==> src/rtl/grds_pkg.sv <==
`default_nettype none

package grds_pkg;

    // reading and rate format
    localparam int READING_BITS       = 14;
    localparam int RATE_FRACTION_BITS = 4;
    localparam int RATE_BITS          = 17;
    localparam int AXES               = 3;
    localparam int BYTE_BITS          = 8;

    // axis order inside arrays
    localparam int AXIS_ROLL  = 0;
    localparam int AXIS_PITCH = 1;
    localparam int AXIS_YAW   = 2;

    // report layout
    localparam int                 REPORT_BYTES = 6;
    localparam logic [BYTE_BITS-1:0] HIGH_MASK  = 8'hFC;

    // config registers
    localparam int WEIGHT_BITS      = 17;
    localparam int WEIGHT_FRAC_BITS = 16;
    localparam int TRIG_BITS        = READING_BITS;
    localparam int CFG_INDEX_BITS   = 2;
    localparam int CFG_DATA_BITS    = WEIGHT_BITS;

    localparam logic [WEIGHT_BITS-1:0] Q16_ONE         = WEIGHT_BITS'(1 << WEIGHT_FRAC_BITS);
    localparam logic                   RST_SMOOTH_EN   = 1'b1;
    localparam logic [WEIGHT_BITS-1:0] RST_WEIGHT      = WEIGHT_BITS'(58982);
    localparam logic [TRIG_BITS-1:0]   RST_TRIGGER     = TRIG_BITS'(5000);

    typedef enum logic [CFG_INDEX_BITS-1:0] {
        REG_SMOOTH_EN     = 2'd0,
        REG_SMOOTH_WEIGHT = 2'd1,
        REG_CAL_TRIGGER   = 2'd2
    } cfg_reg_t;

    typedef struct packed {
        logic                   enable;
        logic [WEIGHT_BITS-1:0] weight;
        logic [TRIG_BITS-1:0]   trigger;
    } smooth_cfg_t;

    // smoothing multiply: signed weight times signed deviation
    localparam int SMOOTH_PROD_BITS = (WEIGHT_BITS + 1) + (READING_BITS + 1);

    // rate conversion
    localparam int SLOW_DIVISOR = 20;
    localparam int FAST_DIVISOR = 4;
    localparam int FAST_SHIFT   = $clog2(FAST_DIVISOR);
    localparam int MAG_BITS     = READING_BITS + RATE_FRACTION_BITS;
    localparam int DIV_SHIFT    = MAG_BITS + $clog2(SLOW_DIVISOR);
    localparam int RECIP_BITS   = MAG_BITS + 1;
    localparam int DIV_PROD_BITS = MAG_BITS + RECIP_BITS;
    localparam longint SLOW_RECIP_FULL =
        ((longint'(1) << DIV_SHIFT) + longint'(SLOW_DIVISOR) - 1) / longint'(SLOW_DIVISOR);
    localparam logic [RECIP_BITS-1:0] SLOW_RECIP = RECIP_BITS'(SLOW_RECIP_FULL);

    localparam int CMP_BITS = ((MAG_BITS > RATE_BITS) ? MAG_BITS : RATE_BITS) + 1;
    localparam logic [CMP_BITS-1:0] RATE_POS_LIMIT =
        CMP_BITS'((longint'(1) << (RATE_BITS - 1)) - 1);
    localparam logic [CMP_BITS-1:0] RATE_NEG_LIMIT =
        CMP_BITS'(longint'(1) << (RATE_BITS - 1));

    // stream widths
    localparam int S_TDATA_BITS = REPORT_BYTES * BYTE_BITS;
    localparam int RESULT_BITS  = 2 * AXES * RATE_BITS;
    localparam int M_TDATA_BITS = ((RESULT_BITS + BYTE_BITS - 1) / BYTE_BITS) * BYTE_BITS;
    localparam int M_TUSER_BITS = AXES + 1;
    localparam int CAL_BIT      = AXES;

    typedef logic [READING_BITS-1:0]      reading_t;
    typedef logic signed [READING_BITS:0] diff_t;
    typedef logic signed [RATE_BITS-1:0]  rate_t;

    function automatic reading_t unpack_reading(input logic [BYTE_BITS-1:0] high_byte,
                                                input logic [BYTE_BITS-1:0] low_byte);
        unpack_reading = (reading_t'(high_byte & HIGH_MASK) << (READING_BITS - BYTE_BITS))
                       | reading_t'(low_byte);
    endfunction

endpackage

`default_nettype wire

==> src/rtl/gyro_report_decode_smooth_core.sv <==
`default_nettype none

// channel   dir  beat accepted on             payload
// s_        in   s_tvalid & s_tready          tdata: report bytes 0..5
// m_        out  m_tvalid & m_tready          tdata: six rates, tuser: flags
// cfg_      in   cfg_valid & cfg_ready        cfg_index, cfg_data
//
// one report per cycle sustained while m_tready stays high; a result passes the input register,
// the tracking register and the rate register before it shows on m_
// the offset/smoothing recurrence closes through one multiplier per axis
// back-pressure walks the valid chain: a stage loads when it is empty or moves on
// synchronous active-low reset clears valids, offsets, smoothed readings, loads defaults
// cfg_ready is always high; write only while no beat is in flight

module gyro_report_decode_smooth_core import grds_pkg::*; (
    input  wire logic                      aclk,
    input  wire logic                      aresetn,

    input  wire logic                      s_tvalid,
    output logic                           s_tready,
    // report_byte_0 .. report_byte_5, byte 0 lowest
    input  wire logic [S_TDATA_BITS-1:0]   s_tdata,

    output logic                           m_tvalid,
    input  wire logic                      m_tready,
    // roll_rate_raw, pitch_rate_raw, yaw_rate_raw, roll_rate_smooth,
    // pitch_rate_smooth, yaw_rate_smooth, zero pad at top
    output logic [M_TDATA_BITS-1:0]        m_tdata,
    // slow_flags [2:0], calibrated_now [3]
    output logic [M_TUSER_BITS-1:0]        m_tuser,

    input  wire logic                      cfg_valid,
    output logic                           cfg_ready,
    input  wire logic [CFG_INDEX_BITS-1:0] cfg_index,
    input  wire logic [CFG_DATA_BITS-1:0]  cfg_data
);

    // config registers
    smooth_cfg_t cfg_reg;
    smooth_cfg_t cfg_next;

    // stage a: raw report
    logic                     a_vld_reg;
    logic [S_TDATA_BITS-1:0]  a_data_reg;

    // stage b: readings with offsets and smoothed values
    logic                     b_vld_reg;
    reading_t                 b_read_reg   [AXES];
    reading_t                 b_off_reg    [AXES];
    reading_t                 b_smooth_reg [AXES];
    logic [AXES-1:0]          b_slow_reg;
    logic                     b_cal_reg;

    // stage c: result beat
    logic                     c_vld_reg;
    rate_t                    c_raw_reg    [AXES];
    rate_t                    c_smooth_reg [AXES];
    logic [AXES-1:0]          c_slow_reg;
    logic                     c_cal_reg;

    logic                     a_ready;
    logic                     b_ready;
    logic                     c_ready;

    logic [BYTE_BITS-1:0]     rep          [REPORT_BYTES];
    reading_t                 rd           [AXES];
    logic [AXES-1:0]          slow;
    reading_t                 offset_next  [AXES];
    reading_t                 smooth_next  [AXES];
    logic                     cal_next;
    diff_t                    raw_diff     [AXES];
    diff_t                    smooth_diff  [AXES];
    rate_t                    raw_rate     [AXES];
    rate_t                    smooth_rate  [AXES];

    // ---------------------------------------------------------------- config port
    assign cfg_ready = 1'b1;

    always_comb begin
        cfg_next = cfg_reg;
        if (cfg_valid) begin
            case (cfg_reg_t'(cfg_index))
                REG_SMOOTH_EN:     cfg_next.enable  = cfg_data[0];
                REG_SMOOTH_WEIGHT: cfg_next.weight  = cfg_data[WEIGHT_BITS-1:0];
                REG_CAL_TRIGGER:   cfg_next.trigger = cfg_data[TRIG_BITS-1:0];
                default: ;  // unused index, write dropped
            endcase
        end
    end

    always_ff @(posedge aclk) begin
        if (!aresetn) begin
            cfg_reg.enable  <= RST_SMOOTH_EN;
            cfg_reg.weight  <= RST_WEIGHT;
            cfg_reg.trigger <= RST_TRIGGER;
        end else begin
            cfg_reg <= cfg_next;
        end
    end

    // ---------------------------------------------------------------- flow control
    // a stage takes a new beat when empty or when its content moves on
    assign c_ready  = !c_vld_reg || m_tready;
    assign b_ready  = !b_vld_reg || c_ready;
    assign a_ready  = !a_vld_reg || b_ready;
    assign s_tready = a_ready;

    always_ff @(posedge aclk) begin
        if (!aresetn) begin
            a_vld_reg <= 1'b0;
            b_vld_reg <= 1'b0;
            c_vld_reg <= 1'b0;
        end else begin
            if (a_ready) a_vld_reg <= s_tvalid;
            if (b_ready) b_vld_reg <= a_vld_reg;
            if (c_ready) c_vld_reg <= b_vld_reg;
        end
    end

    // ---------------------------------------------------------------- stage a
    always_ff @(posedge aclk) begin
        if (s_tvalid && a_ready) a_data_reg <= s_tdata;
    end

    // unpack the six bytes
    always_comb begin
        for (int i = 0; i < REPORT_BYTES; i++) begin
            rep[i] = a_data_reg[i*BYTE_BITS +: BYTE_BITS];
        end
        rd[AXIS_ROLL]    = unpack_reading(rep[4], rep[1]);
        rd[AXIS_PITCH]   = unpack_reading(rep[5], rep[2]);
        rd[AXIS_YAW]     = unpack_reading(rep[3], rep[0]);
        slow[AXIS_ROLL]  = rep[4][1];
        slow[AXIS_PITCH] = rep[3][0];
        slow[AXIS_YAW]   = rep[3][1];
    end

    // state advances only when the report actually moves into stage b
    grds_track u_track (
        .aclk        (aclk),
        .aresetn     (aresetn),
        .upd         (a_vld_reg && b_ready),
        .cfg         (cfg_reg),
        .rd          (rd),
        .offset_next (offset_next),
        .smooth_next (smooth_next),
        .cal_next    (cal_next)
    );

    // ---------------------------------------------------------------- stage b
    always_ff @(posedge aclk) begin
        if (b_ready) begin
            for (int i = 0; i < AXES; i++) begin
                b_read_reg[i]   <= rd[i];
                b_off_reg[i]    <= offset_next[i];
                b_smooth_reg[i] <= smooth_next[i];
            end
            // flags word: bit2 roll, bit1 pitch, bit0 yaw
            b_slow_reg <= {slow[AXIS_ROLL], slow[AXIS_PITCH], slow[AXIS_YAW]};
            b_cal_reg  <= cal_next;
        end
    end

    // ---------------------------------------------------------------- rates
    for (genvar g = 0; g < AXES; g++) begin : g_axis
        assign raw_diff[g]    = $signed({1'b0, b_read_reg[g]})   - $signed({1'b0, b_off_reg[g]});
        assign smooth_diff[g] = $signed({1'b0, b_smooth_reg[g]}) - $signed({1'b0, b_off_reg[g]});

        grds_rate u_raw (
            .diff (raw_diff[g]),
            .slow (b_slow_reg[AXES-1-g]),
            .rate (raw_rate[g])
        );

        grds_rate u_smooth (
            .diff (smooth_diff[g]),
            .slow (b_slow_reg[AXES-1-g]),
            .rate (smooth_rate[g])
        );
    end

    // ---------------------------------------------------------------- stage c
    always_ff @(posedge aclk) begin
        if (c_ready) begin
            for (int i = 0; i < AXES; i++) begin
                c_raw_reg[i]    <= raw_rate[i];
                c_smooth_reg[i] <= smooth_rate[i];
            end
            c_slow_reg <= b_slow_reg;
            c_cal_reg  <= b_cal_reg;
        end
    end

    assign m_tvalid = c_vld_reg;
    assign m_tdata  = M_TDATA_BITS'({c_smooth_reg[AXIS_YAW], c_smooth_reg[AXIS_PITCH],
                                     c_smooth_reg[AXIS_ROLL], c_raw_reg[AXIS_YAW],
                                     c_raw_reg[AXIS_PITCH], c_raw_reg[AXIS_ROLL]});
    assign m_tuser  = {c_cal_reg, c_slow_reg};

endmodule

`default_nettype wire

==> src/rtl/grds_track.sv <==
`default_nettype none

// offset capture and smoothing recurrence, one report per update
module grds_track import grds_pkg::*; (
    input  wire logic        aclk,
    input  wire logic        aresetn,
    input  wire logic        upd,
    input  wire smooth_cfg_t cfg,
    input  wire reading_t    rd            [AXES],
    output reading_t         offset_next   [AXES],
    output reading_t         smooth_next   [AXES],
    output logic             cal_next
);

    reading_t                      offset_reg [AXES];
    reading_t                      smooth_reg [AXES];
    reading_t                      seed       [AXES];
    diff_t                         dev        [AXES];
    logic signed [SMOOTH_PROD_BITS-1:0] prod  [AXES];
    logic signed [SMOOTH_PROD_BITS-1:0] step  [AXES];
    logic [WEIGHT_BITS-1:0]        weight_clip;
    logic signed [WEIGHT_BITS:0]   weight_s;
    logic                          offs_zero;
    logic                          above;

    always_comb begin
        offs_zero = 1'b1;
        above     = 1'b1;
        for (int i = 0; i < AXES; i++) begin
            offs_zero = offs_zero & (offset_reg[i] == '0);
            above     = above & (rd[i] > cfg.trigger);
        end
        cal_next = offs_zero & above;

        // weights above one hold the smoothed value
        weight_clip = (cfg.weight > Q16_ONE) ? Q16_ONE : cfg.weight;
        weight_s    = $signed({1'b0, weight_clip});

        // s' = r + floor(w * (s - r) / 2^16)
        for (int i = 0; i < AXES; i++) begin
            offset_next[i] = cal_next ? rd[i] : offset_reg[i];
            seed[i]        = cal_next ? rd[i] : smooth_reg[i];
            dev[i]         = $signed({1'b0, seed[i]}) - $signed({1'b0, rd[i]});
            prod[i]        = weight_s * dev[i];
            step[i]        = prod[i] >>> WEIGHT_FRAC_BITS;
            smooth_next[i] = cfg.enable ? (rd[i] + step[i][READING_BITS-1:0]) : rd[i];
        end
    end

    always_ff @(posedge aclk) begin
        if (!aresetn) begin
            for (int i = 0; i < AXES; i++) begin
                offset_reg[i] <= '0;
                smooth_reg[i] <= '0;
            end
        end else if (upd) begin
            for (int i = 0; i < AXES; i++) begin
                offset_reg[i] <= offset_next[i];
                smooth_reg[i] <= smooth_next[i];
            end
        end
    end

endmodule

`default_nettype wire

==> src/rtl/grds_rate.sv <==
`default_nettype none

// (reading - offset) * 2^frac / 20 or / 4, toward zero, saturated
module grds_rate import grds_pkg::*; (
    input  wire diff_t  diff,
    input  wire logic   slow,
    output rate_t       rate
);

    logic                      neg;
    logic [READING_BITS-1:0]   mag;
    logic [MAG_BITS-1:0]       scaled;
    logic [DIV_PROD_BITS-1:0]  prod;
    logic [MAG_BITS-1:0]       quo;
    logic [CMP_BITS-1:0]       quo_w;
    logic [CMP_BITS-1:0]       limit;
    logic [RATE_BITS-1:0]      mag_sat;

    always_comb begin
        neg    = diff[READING_BITS];
        mag    = neg ? READING_BITS'(-diff) : READING_BITS'(diff);
        scaled = MAG_BITS'(mag) << RATE_FRACTION_BITS;
        // divide by 20 through a rounded-up reciprocal, exact over the magnitude range
        prod   = DIV_PROD_BITS'(scaled) * DIV_PROD_BITS'(SLOW_RECIP);
        quo    = slow ? MAG_BITS'(prod >> DIV_SHIFT) : (scaled >> FAST_SHIFT);
        quo_w  = CMP_BITS'(quo);
        limit  = neg ? RATE_NEG_LIMIT : RATE_POS_LIMIT;
        mag_sat = (quo_w > limit) ? RATE_BITS'(limit) : RATE_BITS'(quo_w);
        rate   = neg ? -$signed(mag_sat) : $signed(mag_sat);
    end

endmodule

`default_nettype wire

==> config.mk <==
export PLATFORM = sky130hd
export DESIGN_NAME = gyro_report_decode_smooth_core
export DESIGN_NICKNAME = d
export VERILOG_FILES = /design/src/rtl/grds_pkg.sv /design/src/rtl/gyro_report_decode_smooth_core.sv /design/src/rtl/grds_track.sv /design/src/rtl/grds_rate.sv
export SDC_FILE = /design/constraint.sdc
export NUM_CORES = 2
export LEC_CHECK = 0
export BUFFER_PORTS_ARGS = -buffer_cell sky130_fd_sc_hd__buf_4
export CAP_MARGIN = 20
export CORE_MARGIN = 1
export CORE_UTILIZATION = 34
export CTS_BUF_LIST = sky130_fd_sc_hd__clkbuf_8
export CTS_CLUSTER_DIAMETER = 60
export DETAILED_ROUTE_END_ITERATION = 6
export HOLD_SLACK_MARGIN = 0.06
export SLEW_MARGIN = 20
export SYNTH_ARGS = -nofsm -noshare
export SYNTH_HDL_FRONTEND = slang
export SYNTH_SLANG_ARGS = --single-unit
==> constraint.sdc <==
create_clock -name aclk -period 37.2 [get_ports aclk]
set_input_delay 11.16 -clock aclk [delete_from_list [all_inputs] [get_ports aclk]]
set_output_delay 11.16 -clock aclk [all_outputs]
set_load 0.01 [all_outputs]
After elaboration in Yosys (flattened, before gate mapping). Memory sizes are Yosys's and may differ from the RTL's. Index checks and enable logic that the tools add are counted. Widths: inputs -> output; s select.

Bitwise gates (word level): 14. Shifts and indexed selects: 0. $lt $le $gt $ge: 10. Mux-type cells: 54. Div/mod/pow operators: 0. $add $sub $neg: 24. Equality and inequality tests: 2. $mul: 9. Reductions and logical operators: 15.

Operator list (number): $mux 17 (19); $mux 14 (21); $mul 14x19->33 const B (6); $sub 14x14->15 (9); $gt 18x19->1 (6); $neg 17->17 (6); $mux 16 (6); $mul 18x15->30 (3); $neg 14->14 (6); $add 14x14->14 (3); $gt 14x14->1 (3); $logic_not 14->1 (3); $or 14x8->14 (3); $gt 17x17->1 const B (1); $mux 1 (8); $or 1x1->1 (6); $reduce_and 2->1 (3); $and 1x1->1 (5); $logic_not 1->1 (3); $logic_or 1x1->1 (3); $eq 2x1->1 const B (1); $eq 2x2->1 const B (1); $logic_and 1x1->1 (2); $logic_not 2->1 (1).

Logic and storage cells: 146. Register bits: 91. RAM bits: 312. Memories: 7. Memory bits (read-only): 0. Output and inout bits: 111. Latch bits: 0.

Memory list: c_raw_reg (depth 3, width 17, rd ports 3, clocked after Yosys merged registers in 0, wr ports 3, line gyro_report_decode_smooth_core.sv:56) `rate_t c_raw_reg [AXES];`; c_smooth_reg (depth 3, width 17, rd ports 3, clocked after Yosys merged registers in 0, wr ports 3, line gyro_report_decode_smooth_core.sv:57) `rate_t c_smooth_reg [AXES];`; b_off_reg (depth 3, width 14, rd ports 3, clocked after Yosys merged registers in 0, wr ports 3, line gyro_report_decode_smooth_core.sv:49) `reading_t b_off_reg [AXES];`; b_read_reg (depth 3, width 14, rd ports 3, clocked after Yosys merged registers in 0, wr ports 3, line gyro_report_decode_smooth_core.sv:48) `reading_t b_read_reg [AXES];`; b_smooth_reg (depth 3, width 14, rd ports 3, clocked after Yosys merged registers in 0, wr ports 3, line gyro_report_decode_smooth_core.sv:50) `reading_t b_smooth_reg [AXES];`; u_track.offset_reg (depth 3, width 14, rd ports 3, clocked after Yosys merged registers in 0, wr ports 3, line grds_track.sv:15) `reading_t offset_reg [AXES];`; +1 memories.

Logic depth before layout (Yosys ltp).
Depth after elaboration: 11. Gate-level depth with buffers: 61.

Cells and area by module. Synthesis repeated with hierarchy kept, for this count alone.

Cell total of the unflattened synthesis: 9209. Area, all modules: 82967.1 µm².

By module, submodules not included: grds_rate (instances 6, area an instance 6229.7 µm², cells each 763); grds_track (instances 1, area an instance 32023.2 µm², cells each 3664); gyro_report_decode_smooth_core (instances 1, area an instance 13565.5 µm², cells each 967).

Worst setup path before layout. No wires, ideal clock.

Path kind: input -> output. Start point: input port m_tready. End point: output port s_tready. Cell stages on the path: 2. Setup slack: 14.452 ns. Data required time: 26.040 ns. Path buffers: 0. Data arrival time: 11.588 ns. Cell sequence: nor2b_1 nand3_1.

Cells in the longest elaborated chain, start to end: 3.

RTL lines: start, declared (line gyro_report_decode_smooth_core.sv:25) `input wire logic m_tready,`; $logic_or 1x1->1 (line gyro_report_decode_smooth_core.sv:103) `assign c_ready = !c_vld_reg || m_tready;`; $logic_or 1x1->1 (line gyro_report_decode_smooth_core.sv:104) `assign b_ready = !b_vld_reg || c_ready;`; $logic_or 1x1->1 (line gyro_report_decode_smooth_core.sv:105) `assign a_ready = !a_vld_reg || b_ready;`; end, declared (line gyro_report_decode_smooth_core.sv:20) `output logic s_tready,`.

No other way between the ends.

Worst setup path after layout. Same ends and word-level chain as after synthesis.

==> run_results.csv <==
group,metric,value,unit
yosys,synth-seq-cells,400,
routing,viasPerCell,5.32,
layout,final_common_cell,"inv_1",
floorplan,pin_count,183,
setup_path,startpoint_type,"primary input",
place,gp_congestion,0.938,
setup_path,regToRegSetupSlack,22110,ps
yosys,ys_seq_area_share,14.2,%
timing,fmax,0.0429,GHz
floorplan,core.rowCount,179,
yosys,synth-main-ff-cell,"edfxtp_1",
timing,fin_crit_sh,62.7,%
setup_path,critPathKind,"primary input to output pin",
timing,fin_crit,23340,ps
worst_hold_path,min_path_cells,0,
setup_path,end_kind,"output pin",
timing,rsz0062_at_grt,"no",
floorplan,fp.dieH,493,um
clock_network,cts_tree,"yes",
routing,antenna_left,0,
floorplan,chipWidth,493,um
yosys,synth_cell_types,122,
global_route,grt_max_degree,81,
worst_hold_path,hold_class,"register to register",
layout,nets,11600,
clock_network,hold_buffers,0,
worst_hold_path,whs_endpoint,"b_slow_reg[2]$_DFFE_PP_",
timing,hold_violations,0,
routing,drt-total-wl,249000,um
timing,slew-limit-headroom,24.4,%
yosys,postSynthAreaPerCell,8.92,um^2
clock_network,cts_buffers,68,
layout,final-seq-area,11700,um^2
yosys,yosys_warnings,0,
timing,worstMarginPinSlew,1130,ps
yosys,netlist_instances,9188,
global_route,grt.overflow.total,0,
routing,drtIter0Drc,4945,
run,drv_cap,0,
global_route,grt_usage,20.4,%
yosys,syn_area,82000,um^2
clock_network,path_clk_slew,70,ps
routing,drc,0,
timing,fin_setup_tns,0,ps
timing,final-setup-viol-count,0,
yosys,synth-edff-count,365,
routing,dr.pass1.iters,7,
clock_network,clockBufferDepth,3,
place,place_hpwl,203000,um
outcome,status,"complete, no violations",
setup_path,cp_max_fo,6,
layout,layout_common_cells,"inv_1 (1,628), ha_1 (1,251), fa_1 (1,005), nand2_1 (870), nor2_1 (554)",
layout,drive_gt1_share,6.51,%
setup_path,r2r_cells,46,
setup_path,critical_path_required,26040,ps
routing,wl_per_cell,19.9,um
floorplan,dieArea,243000,um^2
worst_hold_path,hold_start,"a_data_reg[33]$_DFFE_PP_",
yosys,synth_async_sr_flop_share,0,%
layout,area_growth,8.12,%
layout,multi_input_area,63300,um^2
floorplan,start_util,34.3,%
setup_path,worstReg2RegStart,"u_track.offset_reg[0][39]$_SDFFCE_PN0P_",
clock_network,cts_max_level,3,
global_route,antenna_found_initial,4,
setup_path,timing.rr.end,"u_track.smooth_reg[0][27]$_SDFFCE_PN0P_",
clock_network,root_buffer,"clkbuf_8",
global_route,grt_pass1_wl,389000,um
clock_network,clkLatencyLatePin,760,ps
place,port_buffers,176,
clock_network,cts.repair.resized,0,
global_route,grt_pass1_vias,68000,
clock_network,clkSinkCount,400,
setup_path,cp.arrival,12180,ps
clock_network,post_cts_buffers,0,
timing,skew,57.8,ps
timing,maxSlewViolCount,0,
layout,nFillCells,24300,
routing,vias,66500,
floorplan,core_area,239000,um^2
[cell type report]
cell class / instances / share of cell area (%)
timing repair buffer: 304 / 2.57
tap: 3167 / 4.47
inverter: 1614 / 6.84
clock buffer: 70 / 1.09
multi-input combinational: 6887 / 71.4
sequential: 400 / 13.2
clock inverter: 50 / 0.488
antenna: 5 / 0.0141
[cell usage after synthesis, types with 150 or more instances]
| cell type | number | share of area (%) |
|---|---|---|
| o21ai_0 | 315 | 1.9 |
| clkbuf_1 | 264 | 1.2 |
| inv_1 | 1611 | 7.4 |
| edfxtp_1 | 365 | 13 |
| nand3_1 | 165 | 1.0 |
| nor2_1 | 558 | 2.6 |
| a21o_1 | 184 | 1.7 |
| a21oi_1 | 413 | 2.5 |
| nand2_1 | 872 | 4.0 |
| fa_1 | 1005 | 25 |
| nor2b_1 | 150 | 1.1 |
| ha_1 | 1251 | 19 |
| xnor2_1 | 211 | 2.3 |
[layer usage]
metal,vias to the layer above,wire length [um],track usage (%)
li1,31100,-,-
met5,-,13,0
met4,2,9980,7.82
met3,392,13900,2.47
met1,33000,110000,26.9
met2,1998,116000,33.9
[stage by stage]
stage               hold slack [ps]  instance area (um^2)  instances  setup slack, ps  util, %
floorplan                       400                 82000       9189            14450        -
global placement                406                 87200      12400            13860     36.5
detailed placement              406                 87200      12400            13860     36.5
CTS                             429                 88600      12500            13860     37.1
global route                    439                 88700      12500            13770     37.1
finish                          426                 88700      12500            13860     37.1
[how the worst max path moves through the flow]
stage,from,endpoint,slack (ps),cells after the start
5_1_grt,m_tready,s_tready,13770,4
4_1_cts,m_tready,s_tready,13860,4
2_1_floorplan,m_tready,s_tready,14450,2
6_report,m_tready,s_tready,13860,4
3_3_place_gp,m_tready,s_tready,13860,4
3_5_place_dp,m_tready,s_tready,13860,4
[cell families after synthesis]
group	Yosys count	share of synthesized area (%)
compound gates	1635	13.4
xor+xnor	333	3.61
fa+ha+maj	2256	43.6
buf+inv	1902	8.76
flops	400	14.2
mux	98	1.28
other cells	2	0.00916
simple gates	2562	15.1
[worst max-delay path, stage by stage]
cell     delay [ps]
buf_4           110
nor2b_1         560
nand3_1         170
buf_4           180
Power is not shown: default switching activity piles up to over one toggle a cycle in this logic, so the estimate is an artifact.
